$ cat src/rtl/dxt_pkg.sv
package dxt_pkg;

  localparam int MAX_DIM_DEF = 16384;
  localparam int CFG_W       = 15;
  localparam int COORD_W     = 14;
  localparam int FIFO_DEPTH  = 2;

  localparam logic [1:0] REG_FORMAT = 2'd0;
  localparam logic [1:0] REG_WIDTH  = 2'd1;
  localparam logic [1:0] REG_HEIGHT = 2'd2;

  // floor(x/d) as (x*M) >> S, exact over the ranges used here
  localparam int DIV3_MUL = 683;
  localparam int DIV3_SH  = 11;
  localparam int DIV5_MUL = 1639;
  localparam int DIV5_SH  = 13;
  localparam int DIV7_MUL = 2341;
  localparam int DIV7_SH  = 14;

  typedef enum logic [1:0] {
    MODE_DXT1 = 2'd0,
    MODE_DXT3 = 2'd1,
    MODE_DXT5 = 2'd2
  } mode_e;

  typedef struct packed {
    logic [1:0]       fmt;
    logic [CFG_W-1:0] width;
    logic [CFG_W-1:0] height;
  } cfg_t;

  typedef struct packed {
    logic [7:0] r;
    logic [7:0] g;
    logic [7:0] b;
  } rgb_t;

  typedef struct packed {
    mode_e              mode;
    logic               cutout;
    rgb_t [3:0]         pal;
    logic [7:0][7:0]    ramp;
    logic [63:0]        aw;
    logic [31:0]        sel;
    logic [15:0]        mask;
    logic [COORD_W-1:0] base_x;
    logic [COORD_W-1:0] base_y;
  } entry_t;

  function automatic logic [31:0][7:0] build_exp5();
    logic [31:0][7:0] t;
    for (int i = 0; i < 32; i++) begin
      t[i] = 8'((i * 255) / 31);
    end
    return t;
  endfunction

  function automatic logic [63:0][7:0] build_exp6();
    logic [63:0][7:0] t;
    for (int i = 0; i < 64; i++) begin
      t[i] = 8'((i * 255) / 63);
    end
    return t;
  endfunction

  localparam logic [31:0][7:0] EXP5 = build_exp5();
  localparam logic [63:0][7:0] EXP6 = build_exp6();

  function automatic mode_e decode_fmt(logic [1:0] f);
    mode_e m;
    case (f)
      2'd0:    m = MODE_DXT1;
      2'd1:    m = MODE_DXT3;
      default: m = MODE_DXT5;
    endcase
    return m;
  endfunction

  function automatic logic [7:0] div3(logic [9:0] x);
    logic [19:0] p;
    p = 20'(x) * 20'(DIV3_MUL);
    return p[DIV3_SH +: 8];
  endfunction

  function automatic logic [7:0] div5(logic [10:0] x);
    logic [21:0] p;
    p = 22'(x) * 22'(DIV5_MUL);
    return p[DIV5_SH +: 8];
  endfunction

  function automatic logic [7:0] div7(logic [10:0] x);
    logic [22:0] p;
    p = 23'(x) * 23'(DIV7_MUL);
    return p[DIV7_SH +: 8];
  endfunction

endpackage

$ cat src/rtl/dxt_fifo.sv
module dxt_fifo (
  input  logic             clk_i,
  input  logic             rst_ni,
  input  logic             push_i,
  input  dxt_pkg::entry_t  push_data_i,
  output logic             full_o,
  input  logic             pop_i,
  output dxt_pkg::entry_t  pop_data_o,
  output logic             empty_o
);

  localparam int Depth = dxt_pkg::FIFO_DEPTH;
  localparam int PtrW  = (Depth > 1) ? $clog2(Depth) : 1;
  localparam int CntW  = $clog2(Depth + 1);

  dxt_pkg::entry_t mem_q [Depth];
  logic [PtrW-1:0] wr_ptr_q, wr_ptr_d;
  logic [PtrW-1:0] rd_ptr_q, rd_ptr_d;
  logic [CntW-1:0] cnt_q, cnt_d;

  assign full_o     = (cnt_q == CntW'(Depth));
  assign empty_o    = (cnt_q == '0);
  assign pop_data_o = mem_q[rd_ptr_q];

  always_comb begin
    wr_ptr_d = wr_ptr_q;
    rd_ptr_d = rd_ptr_q;
    cnt_d    = cnt_q;
    if (push_i) begin
      wr_ptr_d = (wr_ptr_q == PtrW'(Depth - 1)) ? '0 : wr_ptr_q + 1'b1;
    end
    if (pop_i) begin
      rd_ptr_d = (rd_ptr_q == PtrW'(Depth - 1)) ? '0 : rd_ptr_q + 1'b1;
    end
    if (push_i && !pop_i) begin
      cnt_d = cnt_q + 1'b1;
    end else if (pop_i && !push_i) begin
      cnt_d = cnt_q - 1'b1;
    end
  end

  always_ff @(posedge clk_i or negedge rst_ni) begin
    if (!rst_ni) begin
      wr_ptr_q <= '0;
      rd_ptr_q <= '0;
      cnt_q    <= '0;
    end else begin
      wr_ptr_q <= wr_ptr_d;
      rd_ptr_q <= rd_ptr_d;
      cnt_q    <= cnt_d;
    end
  end

  always_ff @(posedge clk_i) begin
    if (push_i) begin
      mem_q[wr_ptr_q] <= push_data_i;
    end
  end

endmodule

$ cat src/rtl/dxt_front.sv
module dxt_front #(
  parameter int MAX_DIM = dxt_pkg::MAX_DIM_DEF
) (
  input  logic             clk_i,
  input  logic             rst_ni,
  input  dxt_pkg::cfg_t    cfg_i,
  input  logic             in_valid_i,
  output logic             in_stall_o,
  input  logic [63:0]      alpha_word_i,
  input  logic [63:0]      color_word_i,
  output logic             push_o,
  output dxt_pkg::entry_t  entry_o,
  input  logic             full_i
);

  localparam int DimW   = ($clog2(MAX_DIM + 1) > dxt_pkg::CFG_W) ?
                          $clog2(MAX_DIM + 1) : dxt_pkg::CFG_W;
  localparam int BlkMax = (MAX_DIM + 3) / 4;
  localparam int ColW   = (BlkMax > 1) ? $clog2(BlkMax) : 1;
  localparam int CmpW   = ((DimW > ColW + 2) ? DimW : ColW + 2) + 1;
  localparam int CW     = dxt_pkg::COORD_W;

  typedef struct packed {
    dxt_pkg::mode_e     mode;
    logic               four;
    dxt_pkg::rgb_t      e0;
    dxt_pkg::rgb_t      e1;
    logic               agt;
    logic [5:0][10:0]   sums;
    logic [63:0]        aw;
    logic [31:0]        sel;
    logic [15:0]        mask;
    logic [CW-1:0]      base_x;
    logic [CW-1:0]      base_y;
  } s1_t;

  logic [ColW-1:0] col_q, col_d;
  logic [ColW-1:0] row_q, row_d;
  logic            s1_v_q, s1_v_d;
  s1_t             s1_q, s1_d;

  logic [DimW-1:0] w_dim, h_dim;
  logic [CmpW-1:0] bx_cnt, by_cnt, xb, yb, col_inc, row_inc;
  logic [3:0]      xok, yok;
  logic            s1_free, accept;
  logic [15:0]     c0, c1;
  logic [7:0]      a0, a1;
  dxt_pkg::mode_e  mode;

  always_comb begin
    w_dim = DimW'(cfg_i.width);
    h_dim = DimW'(cfg_i.height);
    if (cfg_i.width == '0) begin
      w_dim = DimW'(1);
    end else if (DimW'(cfg_i.width) > DimW'(MAX_DIM)) begin
      w_dim = DimW'(MAX_DIM);
    end
    if (cfg_i.height == '0) begin
      h_dim = DimW'(1);
    end else if (DimW'(cfg_i.height) > DimW'(MAX_DIM)) begin
      h_dim = DimW'(MAX_DIM);
    end
  end

  assign bx_cnt  = (CmpW'(w_dim) + CmpW'(3)) >> 2;
  assign by_cnt  = (CmpW'(h_dim) + CmpW'(3)) >> 2;
  assign xb      = CmpW'({col_q, 2'b00});
  assign yb      = CmpW'({row_q, 2'b00});
  assign col_inc = CmpW'(col_q) + CmpW'(1);
  assign row_inc = CmpW'(row_q) + CmpW'(1);

  always_comb begin
    for (int i = 0; i < 4; i++) begin
      xok[i] = (xb + CmpW'(i)) < CmpW'(w_dim);
      yok[i] = (yb + CmpW'(i)) < CmpW'(h_dim);
    end
  end

  assign s1_free    = !s1_v_q || (s1_q.mask == '0) || !full_i;
  assign in_stall_o = !s1_free;
  assign accept     = in_valid_i && s1_free;
  assign push_o     = s1_v_q && (s1_q.mask != '0) && !full_i;

  assign c0   = color_word_i[15:0];
  assign c1   = color_word_i[31:16];
  assign a0   = alpha_word_i[7:0];
  assign a1   = alpha_word_i[15:8];
  assign mode = dxt_pkg::decode_fmt(cfg_i.fmt);

  always_comb begin
    col_d  = col_q;
    row_d  = row_q;
    s1_v_d = accept ? 1'b1 : (s1_free ? 1'b0 : s1_v_q);
    s1_d   = s1_q;
    if (accept) begin
      if (col_inc >= bx_cnt) begin
        col_d = '0;
        row_d = (row_inc >= by_cnt) ? '0 : ColW'(row_inc);
      end else begin
        col_d = ColW'(col_inc);
      end
      s1_d.mode   = mode;
      s1_d.four   = (mode == dxt_pkg::MODE_DXT3) || (c0 > c1);
      s1_d.e0     = {dxt_pkg::EXP5[c0[15:11]], dxt_pkg::EXP6[c0[10:5]],
                     dxt_pkg::EXP5[c0[4:0]]};
      s1_d.e1     = {dxt_pkg::EXP5[c1[15:11]], dxt_pkg::EXP6[c1[10:5]],
                     dxt_pkg::EXP5[c1[4:0]]};
      s1_d.agt    = a0 > a1;
      for (int k = 1; k <= 6; k++) begin
        if (a0 > a1) begin
          s1_d.sums[k-1] = 11'(a0) * 11'(7 - k) + 11'(a1) * 11'(k);
        end else if (k <= 4) begin
          s1_d.sums[k-1] = 11'(a0) * 11'(5 - k) + 11'(a1) * 11'(k);
        end else begin
          s1_d.sums[k-1] = '0;
        end
      end
      s1_d.aw     = alpha_word_i;
      s1_d.sel    = color_word_i[63:32];
      for (int j = 0; j < 4; j++) begin
        for (int i = 0; i < 4; i++) begin
          s1_d.mask[4*j + i] = xok[i] && yok[j];
        end
      end
      s1_d.base_x = CW'({col_q, 2'b00});
      s1_d.base_y = CW'({row_q, 2'b00});
    end
  end

  // palette and alpha ramp finish
  always_comb begin
    entry_o.mode   = s1_q.mode;
    entry_o.cutout = (s1_q.mode == dxt_pkg::MODE_DXT1) && !s1_q.four;
    entry_o.pal[0] = s1_q.e0;
    entry_o.pal[1] = s1_q.e1;
    if (s1_q.four) begin
      entry_o.pal[2].r = dxt_pkg::div3({1'b0, s1_q.e0.r, 1'b0} + 10'(s1_q.e1.r));
      entry_o.pal[2].g = dxt_pkg::div3({1'b0, s1_q.e0.g, 1'b0} + 10'(s1_q.e1.g));
      entry_o.pal[2].b = dxt_pkg::div3({1'b0, s1_q.e0.b, 1'b0} + 10'(s1_q.e1.b));
      entry_o.pal[3].r = dxt_pkg::div3(10'(s1_q.e0.r) + {1'b0, s1_q.e1.r, 1'b0});
      entry_o.pal[3].g = dxt_pkg::div3(10'(s1_q.e0.g) + {1'b0, s1_q.e1.g, 1'b0});
      entry_o.pal[3].b = dxt_pkg::div3(10'(s1_q.e0.b) + {1'b0, s1_q.e1.b, 1'b0});
    end else begin
      entry_o.pal[2].r = 8'((9'(s1_q.e0.r) + 9'(s1_q.e1.r)) >> 1);
      entry_o.pal[2].g = 8'((9'(s1_q.e0.g) + 9'(s1_q.e1.g)) >> 1);
      entry_o.pal[2].b = 8'((9'(s1_q.e0.b) + 9'(s1_q.e1.b)) >> 1);
      entry_o.pal[3]   = '0;
    end
    entry_o.ramp[0] = s1_q.aw[7:0];
    entry_o.ramp[1] = s1_q.aw[15:8];
    for (int k = 1; k <= 6; k++) begin
      if (s1_q.agt) begin
        entry_o.ramp[1+k] = dxt_pkg::div7(s1_q.sums[k-1]);
      end else if (k <= 4) begin
        entry_o.ramp[1+k] = dxt_pkg::div5(s1_q.sums[k-1]);
      end else if (k == 5) begin
        entry_o.ramp[1+k] = 8'd0;
      end else begin
        entry_o.ramp[1+k] = 8'd255;
      end
    end
    entry_o.aw     = s1_q.aw;
    entry_o.sel    = s1_q.sel;
    entry_o.mask   = s1_q.mask;
    entry_o.base_x = s1_q.base_x;
    entry_o.base_y = s1_q.base_y;
  end

  always_ff @(posedge clk_i or negedge rst_ni) begin
    if (!rst_ni) begin
      col_q  <= '0;
      row_q  <= '0;
      s1_v_q <= 1'b0;
    end else begin
      col_q  <= col_d;
      row_q  <= row_d;
      s1_v_q <= s1_v_d;
    end
  end

  always_ff @(posedge clk_i) begin
    s1_q <= s1_d;
  end

endmodule

$ cat src/rtl/dxt_back.sv
module dxt_back (
  input  logic                         clk_i,
  input  logic                         rst_ni,
  input  logic                         fifo_empty_i,
  input  dxt_pkg::entry_t              fifo_data_i,
  output logic                         pop_o,
  output logic                         out_valid_o,
  input  logic                         out_stall_i,
  output logic [dxt_pkg::COORD_W-1:0]  pixel_x_o,
  output logic [dxt_pkg::COORD_W-1:0]  pixel_y_o,
  output logic [7:0]                   red_o,
  output logic [7:0]                   green_o,
  output logic [7:0]                   blue_o,
  output logic [7:0]                   alpha_o,
  output logic                         last_o
);

  localparam int CW = dxt_pkg::COORD_W;

  logic            cur_v_q, cur_v_d;
  dxt_pkg::entry_t cur_q, cur_d;
  logic [15:0]     rem_q, rem_d, rem_next;
  logic            out_v_q, out_v_d;
  logic [CW-1:0]   px_q, px_d, py_q, py_d;
  dxt_pkg::rgb_t   rgb_q, rgb_d;
  logic [7:0]      a_q, a_d;
  logic            last_q, last_d;

  logic [3:0]      idx;
  logic [1:0]      code;
  logic [3:0]      nib;
  logic [2:0]      aidx;
  logic [7:0]      alpha;
  logic            out_ready, emit, is_last;

  always_comb begin
    idx = '0;
    for (int i = 15; i >= 0; i--) begin
      if (rem_q[i]) begin
        idx = 4'(i);
      end
    end
  end

  assign rem_next  = rem_q & ~(16'd1 << idx);
  assign is_last   = (rem_next == '0);
  assign out_ready = !out_v_q || !out_stall_i;
  assign emit      = cur_v_q && out_ready;
  assign pop_o     = !fifo_empty_i && (!cur_v_q || (emit && is_last));

  assign code = cur_q.sel[2*idx +: 2];
  assign nib  = cur_q.aw[4*idx +: 4];
  assign aidx = cur_q.aw[16 + 3*idx +: 3];

  always_comb begin
    case (cur_q.mode)
      dxt_pkg::MODE_DXT1: alpha = (cur_q.cutout && code == 2'd3) ? 8'd0 : 8'd255;
      dxt_pkg::MODE_DXT3: alpha = {nib, nib};
      default:            alpha = cur_q.ramp[aidx];
    endcase
  end

  always_comb begin
    cur_v_d = cur_v_q;
    cur_d   = cur_q;
    rem_d   = rem_q;
    if (emit) begin
      rem_d = rem_next;
      if (is_last) begin
        cur_v_d = 1'b0;
      end
    end
    if (pop_o) begin
      cur_v_d = 1'b1;
      cur_d   = fifo_data_i;
      rem_d   = fifo_data_i.mask;
    end
  end

  always_comb begin
    out_v_d = out_v_q;
    px_d    = px_q;
    py_d    = py_q;
    rgb_d   = rgb_q;
    a_d     = a_q;
    last_d  = last_q;
    if (emit) begin
      out_v_d = 1'b1;
      px_d    = {cur_q.base_x[CW-1:2], idx[1:0]};
      py_d    = {cur_q.base_y[CW-1:2], idx[3:2]};
      rgb_d   = cur_q.pal[code];
      a_d     = alpha;
      last_d  = is_last;
    end else if (!out_stall_i) begin
      out_v_d = 1'b0;
    end
  end

  always_ff @(posedge clk_i or negedge rst_ni) begin
    if (!rst_ni) begin
      cur_v_q <= 1'b0;
      out_v_q <= 1'b0;
    end else begin
      cur_v_q <= cur_v_d;
      out_v_q <= out_v_d;
    end
  end

  always_ff @(posedge clk_i) begin
    cur_q  <= cur_d;
    rem_q  <= rem_d;
    px_q   <= px_d;
    py_q   <= py_d;
    rgb_q  <= rgb_d;
    a_q    <= a_d;
    last_q <= last_d;
  end

  assign out_valid_o = out_v_q;
  assign pixel_x_o   = px_q;
  assign pixel_y_o   = py_q;
  assign red_o       = rgb_q.r;
  assign green_o     = rgb_q.g;
  assign blue_o      = rgb_q.b;
  assign alpha_o     = a_q;
  assign last_o      = last_q;

endmodule

$ cat src/rtl/dxt_texture_block_decoder_unit.sv
// DXT1/DXT3/DXT5 block decoder. One compressed 4x4 block enters per word on
// the input channel, in raster block order; the unit emits one RGBA texel per
// cycle while out_stall_i is low, with its image coordinates, raster order
// inside the block, last set on the final texel of the block. Texels beyond
// the configured width or height are dropped, and a block wholly outside the
// image gives no output. A full block gives 16 texels, a partial block only
// those inside the image. The front end takes a new block every cycle while
// its two-entry queue has room, so a following block is decoded while the
// current one is still being emitted. A block passes the front-end register,
// the queue and the current-block register before reaching the output
// register. Write configuration only while the unit is idle.
module dxt_texture_block_decoder_unit #(
  parameter int MAX_DIM = dxt_pkg::MAX_DIM_DEF
) (
  input  logic                         clk_i,
  input  logic                         rst_ni,
  input  logic                         cfg_valid_i,
  output logic                         cfg_ready_o,
  input  logic [1:0]                   cfg_index_i,
  input  logic [dxt_pkg::CFG_W-1:0]    cfg_data_i,
  input  logic                         in_valid_i,
  output logic                         in_stall_o,
  input  logic [63:0]                  alpha_word_i,
  input  logic [63:0]                  color_word_i,
  output logic                         out_valid_o,
  input  logic                         out_stall_i,
  output logic [dxt_pkg::COORD_W-1:0]  pixel_x_o,
  output logic [dxt_pkg::COORD_W-1:0]  pixel_y_o,
  output logic [7:0]                   red_o,
  output logic [7:0]                   green_o,
  output logic [7:0]                   blue_o,
  output logic [7:0]                   alpha_o,
  output logic                         last_o
);

  dxt_pkg::cfg_t   cfg_q, cfg_d;
  dxt_pkg::entry_t push_data, pop_data;
  logic            push, pop, full, empty;

  assign cfg_ready_o = 1'b1;

  always_comb begin
    cfg_d = cfg_q;
    if (cfg_valid_i && cfg_ready_o) begin
      case (cfg_index_i)
        dxt_pkg::REG_FORMAT: cfg_d.fmt    = cfg_data_i[1:0];
        dxt_pkg::REG_WIDTH:  cfg_d.width  = cfg_data_i;
        dxt_pkg::REG_HEIGHT: cfg_d.height = cfg_data_i;
        default: ;
      endcase
    end
  end

  always_ff @(posedge clk_i or negedge rst_ni) begin
    if (!rst_ni) begin
      cfg_q.fmt    <= 2'd0;
      cfg_q.width  <= dxt_pkg::CFG_W'(1);
      cfg_q.height <= dxt_pkg::CFG_W'(1);
    end else begin
      cfg_q <= cfg_d;
    end
  end

  dxt_front #(
    .MAX_DIM (MAX_DIM)
  ) u_front (
    .clk_i        (clk_i),
    .rst_ni       (rst_ni),
    .cfg_i        (cfg_q),
    .in_valid_i   (in_valid_i),
    .in_stall_o   (in_stall_o),
    .alpha_word_i (alpha_word_i),
    .color_word_i (color_word_i),
    .push_o       (push),
    .entry_o      (push_data),
    .full_i       (full)
  );

  dxt_fifo u_fifo (
    .clk_i       (clk_i),
    .rst_ni      (rst_ni),
    .push_i      (push),
    .push_data_i (push_data),
    .full_o      (full),
    .pop_i       (pop),
    .pop_data_o  (pop_data),
    .empty_o     (empty)
  );

  dxt_back u_back (
    .clk_i        (clk_i),
    .rst_ni       (rst_ni),
    .fifo_empty_i (empty),
    .fifo_data_i  (pop_data),
    .pop_o        (pop),
    .out_valid_o  (out_valid_o),
    .out_stall_i  (out_stall_i),
    .pixel_x_o    (pixel_x_o),
    .pixel_y_o    (pixel_y_o),
    .red_o        (red_o),
    .green_o      (green_o),
    .blue_o       (blue_o),
    .alpha_o      (alpha_o),
    .last_o       (last_o)
  );

endmodule

$ cat config.mk
export PLATFORM = sky130hd
export DESIGN_NAME = dxt_texture_block_decoder_unit
export DESIGN_NICKNAME = d
export VERILOG_FILES = /design/src/rtl/dxt_pkg.sv /design/src/rtl/dxt_fifo.sv /design/src/rtl/dxt_front.sv /design/src/rtl/dxt_back.sv /design/src/rtl/dxt_texture_block_decoder_unit.sv
export SDC_FILE = /design/constraint.sdc
export NUM_CORES = 2
export LEC_CHECK = 0
export ABC_AREA = 0
export BUFFER_PORTS_ARGS = -buffer_cell sky130_fd_sc_hd__buf_4
export CORE_ASPECT_RATIO = 0.6
export CORE_MARGIN = 8
export CORE_UTILIZATION = 50
export DETAILED_ROUTE_END_ITERATION = 12
export GPL_TIMING_DRIVEN = 0
export PLACE_DENSITY = 0.66
export SYNTH_ARGS = -nofsm -noshare
export SYNTH_HDL_FRONTEND = slang
export SYNTH_SLANG_ARGS = --single-unit
$ cat constraint.sdc
create_clock -name clk_i -period 50.7 [get_ports clk_i]
set_clock_uncertainty 0.1 [all_clocks]
set_input_delay 5.07 -clock clk_i [delete_from_list [all_inputs] [get_ports clk_i]]
set_output_delay 5.07 -clock clk_i [all_outputs]
set_load 0.03 [all_outputs]
==> summary.txt <==
Run status
  – Run status: finished, final reports clean

Setup path
  – Category of the most critical setup path: input port to flip-flop
  – Max FO, Critical Path: 13
  – CP required: 51050 ps
  – Crit end category: flip-flop
  – Kind of start point of the critical path: input port
  – Worst path arrival time: a little over 10000 ps

Logic synthesis
  – Number of flops mapped to enable cells by yosys: between 1000 and 1500
  – Avg Synthesized Cell Area: 12.9 um2
  – Top area cells in the synthesized netlist: sky130_fd_sc_hd__edfxtp_1 (43%), sky130_fd_sc_hd__ha_1 (19%), sky130_fd_sc_hd__fa_1 (9.5%)
  – Biggest area consumer among synthesized cells: sky130_fd_sc_hd__edfxtp_1
  – Number of distinct standard cells referenced by the synthesized netlist: 94
  – Share of synthesized flip-flops with an asynchronous set or reset: under 10%
  – Fraction of synthesized cell area taken by the top area cell type: roughly 43%
  – Warning count from the yosys run: 0
  – Prevailing post-synth register cell: sky130_fd_sc_hd__edfxtp_1
  – Number of flip-flops and latches in the synthesized netlist: 1223
  – Post-Syn Area: 80800 um2
  – Sequential share of the synthesized area: 45.1%
  – Synthesized instance count: 6273
  – Net Count, Synth: 8024

Clocking
  – Clock root cell: sky130_fd_sc_hd__clkbuf_16
  – Deepest clock path buffer count: 3
  – Clock tree from TritonCTS: yes
  – Clock Latency Late Sink: 750 ps
  – Number of hold buffers added after CTS: 0
  – Clock input transition at the sequential cells of the worst setup and hold paths: ~70 ps
  – Number of H-tree levels: 3
  – Post-cts resize count: 0
  – Sink Count: approximately 1200
  – Post-CTS Repair Setup Buffers: 0
  – Clock buffers created by TritonCTS: 115

Finish
  – Total area of sequential cells: around 36000 um2
  – Final #Nets: 8396
  – Footprint of the multi-input gates: roughly 40000 um2
  – Commonest cells after routing, fill and taps aside: sky130_fd_sc_hd__ha_1 (1217), sky130_fd_sc_hd__edfxtp_1 (1160), sky130_fd_sc_hd__inv_1 (884)
  – Post-synthesis to final-layout area growth: 10.9%
  – Most common cell after layout, fill and taps aside: sky130_fd_sc_hd__ha_1
  – Fraction of layout instances using a drive strength above 1: between 10% and 20%
  – Final instance area: 89600 um2
  – Fill cell total of the finished layout: approximately 13000

Drt
  – Number of detailed-route iterations in the first pass: 7
  – Wire length reported by the detailed router: around 200000 um
  – Per-cell routed wire length: 22.3 um
  – Number of vias in the routed layout: about 49000
  – Number of nets with antenna violations after detailed routing: 0
  – 1st-iter DRT viols: 4404
  – Via density: 5.56
  – DR DRC count: 0

Global routing
  – Total GRT Usage: 22.5%
  – Vias in the first global route: 49600
  – Pin count of the biggest net entering global routing: between 100 and 150
  – First-pass GRT wire length: approximately 300000 um
  – Initial antenna violation count: 14
  – Residual overflow from global routing: 0

STA
  – Final hold vios: 0
  – Setup Total Neg Slack: 0 ps
  – Final worst path period share: between 10% and 20%
  – Max Slew Vio Count: 0
  – Finish-stage setup viols: 0
  – Peak Freq: a little over 100 MHz
  – Unrepaired setup endpoints after global routing: false
  – Worst-Margin Slew: approximately 1400 ps
  – Max-slew headroom at the worst pin: 4.46%
  – Final Critical Period: between 9000 and 10000 ps

Placed design
  – Port Buffer Count: approximately 210
  – Gp weighted congestion: 0.909
  – DP HPWL: 155000 um
  – Placed cell areas: 85700 um2

Die
  – Placement row count: 114
  – Die Span X: roughly 530 um
  – Total die area: ~180000 um2
  – Number of top-level pins: 214
  – Core area: between 150000 and 200000 um2
  – Die Y: approximately 330 um
  – Initial Utilization: between 50 and 60%

Flow run
  – Max-capacitance violation count: 0

Worst hold path
  – Worst hold path type: flip-flop to flip-flop
==> through the flow <==
step	utilization, %	hold WS [ps]	std cells	worst slack (ps)
finish	55.7	323	8891	40990
global route	55.7	331	8885	40770
CTS	55.7	322	8885	41260
detailed placement	53.3	306	8674	40450
global placement	52.9	304	8631	15690
floorplan	-	300	6273	29720
==> flip-flops by register name, summed over array words and instances, names as in the netlist, 12 cells and up <==
signal	cells
u_fifo.mem_q	566
u_back.cur_q	267
u_front.entry_o	186
u_front.s1_q	64
cfg_q	32
u_back.rem_q	16
u_back.pixel_x_o	14
u_back.pixel_y_o	14
u_front.col_q	12
u_front.row_q	12
==> critical path: stages <==
cell and delay (ps):
sky130_fd_sc_hd__buf_4 250, sky130_fd_sc_hd__inv_1 70, sky130_fd_sc_hd__ha_1 290, sky130_fd_sc_hd__nor2b_1 140, sky130_fd_sc_hd__o21a_1 130, sky130_fd_sc_hd__o21ai_0 70
sky130_fd_sc_hd__nand2b_1 80, sky130_fd_sc_hd__a21oi_1 60, sky130_fd_sc_hd__o21ai_0 140, sky130_fd_sc_hd__o21ai_0 200, sky130_fd_sc_hd__inv_1 250, sky130_fd_sc_hd__clkbuf_1 590
sky130_fd_sc_hd__clkbuf_1 640, sky130_fd_sc_hd__o21ai_0 220, sky130_fd_sc_hd__ha_1 270, sky130_fd_sc_hd__fa_1 430, sky130_fd_sc_hd__a21oi_1 150, sky130_fd_sc_hd__nor2_1 50
sky130_fd_sc_hd__nor2_1 150, sky130_fd_sc_hd__o21bai_1 100, sky130_fd_sc_hd__a21oi_1 250, sky130_fd_sc_hd__nor2b_1 80, sky130_fd_sc_hd__o21ai_0 190, sky130_fd_sc_hd__nand2b_1 160
==> cell families (layout without fill, tap and decap cells) <==
family,after synthesis,count (layout),synth area share [%]
adder cells (fa/ha/maj),1602,1602,28.4
AND/OR/NAND/NOR,844,844,5.18
buffers and inverters,998,1464,4.84
multiplexers,501,501,6.77
flip-flops,1223,1223,45.1
AO/OA/AOI/OAI,796,796,6.39
other,1,7,0.00464
XOR/XNOR,308,308,3.35
==> cells in the mapped netlist (all sizes together), types with 8 or more instances <==
library cell,instances
nor3,65
and3,35
nand2b,70
and2,43
a21boi,12
nand2,199
mux2i,182
nor4,16
a41o,10
a31oi,21
clkbuf,72
nand4,22
mux2,314
a211oi,12
o31ai,14
o21ai,159
inv,888
dfrtp,61
o21bai,73
or3,21
xor2,101
buf,38
nor2b,53
o41ai,8
edfxtp,1160
nor3b,9
nor2,204
a221o,11
a2111oi,10
fa,384
xnor2,207
a22o,9
o21a,28
a21o,86
a21oi,265
nand3,78
a31o,13
ha,1217
==> layer usage <==
metal  routed length (um)  track usage (%)  part of all wire [%]
met1               101000             37.1                    51
met2                76300             30.0                    38
met3                17600             4.72                   8.9
met4                 3380             4.16                   1.7
met5                   13                0                0.0065
==> final timing paths <==
path | start | endpoint | slack (ps) | depth (start not counted)
min in group asynchronous | rst_ni | cfg_q[11] | 4350 | 1
setup reg to reg | u_front.entry_o[220] | u_fifo.mem_q[0][271] | 42760 | 29
hold reg to reg | u_back.cur_q[9] | u_back.pixel_y_o[9] | 320 | 0
max in group asynchronous | rst_ni | cfg_q[2] | 45550 | 1
setup / recovery | alpha_word_i[9] | u_front.s1_q[183] | 40990 | 24
hold / removal | u_back.cur_q[9] | u_back.pixel_y_o[9] | 320 | 0
==> area by class of cell <==
type	count	area share, %
multi-input cells	4052	45.2
flip-flops and latches	1223	40.6
inverters	888	3.73
clock buffers	131	3.35
well taps	2146	3.00
repair buffers	255	2.53
clock inverters	80	0.954
plain buffers	110	0.644
diodes	6	0.0168
Power is left out: the tool's default activity adds up to more than one toggle a clock period on the data nets, which glitch-free logic cannot reach.
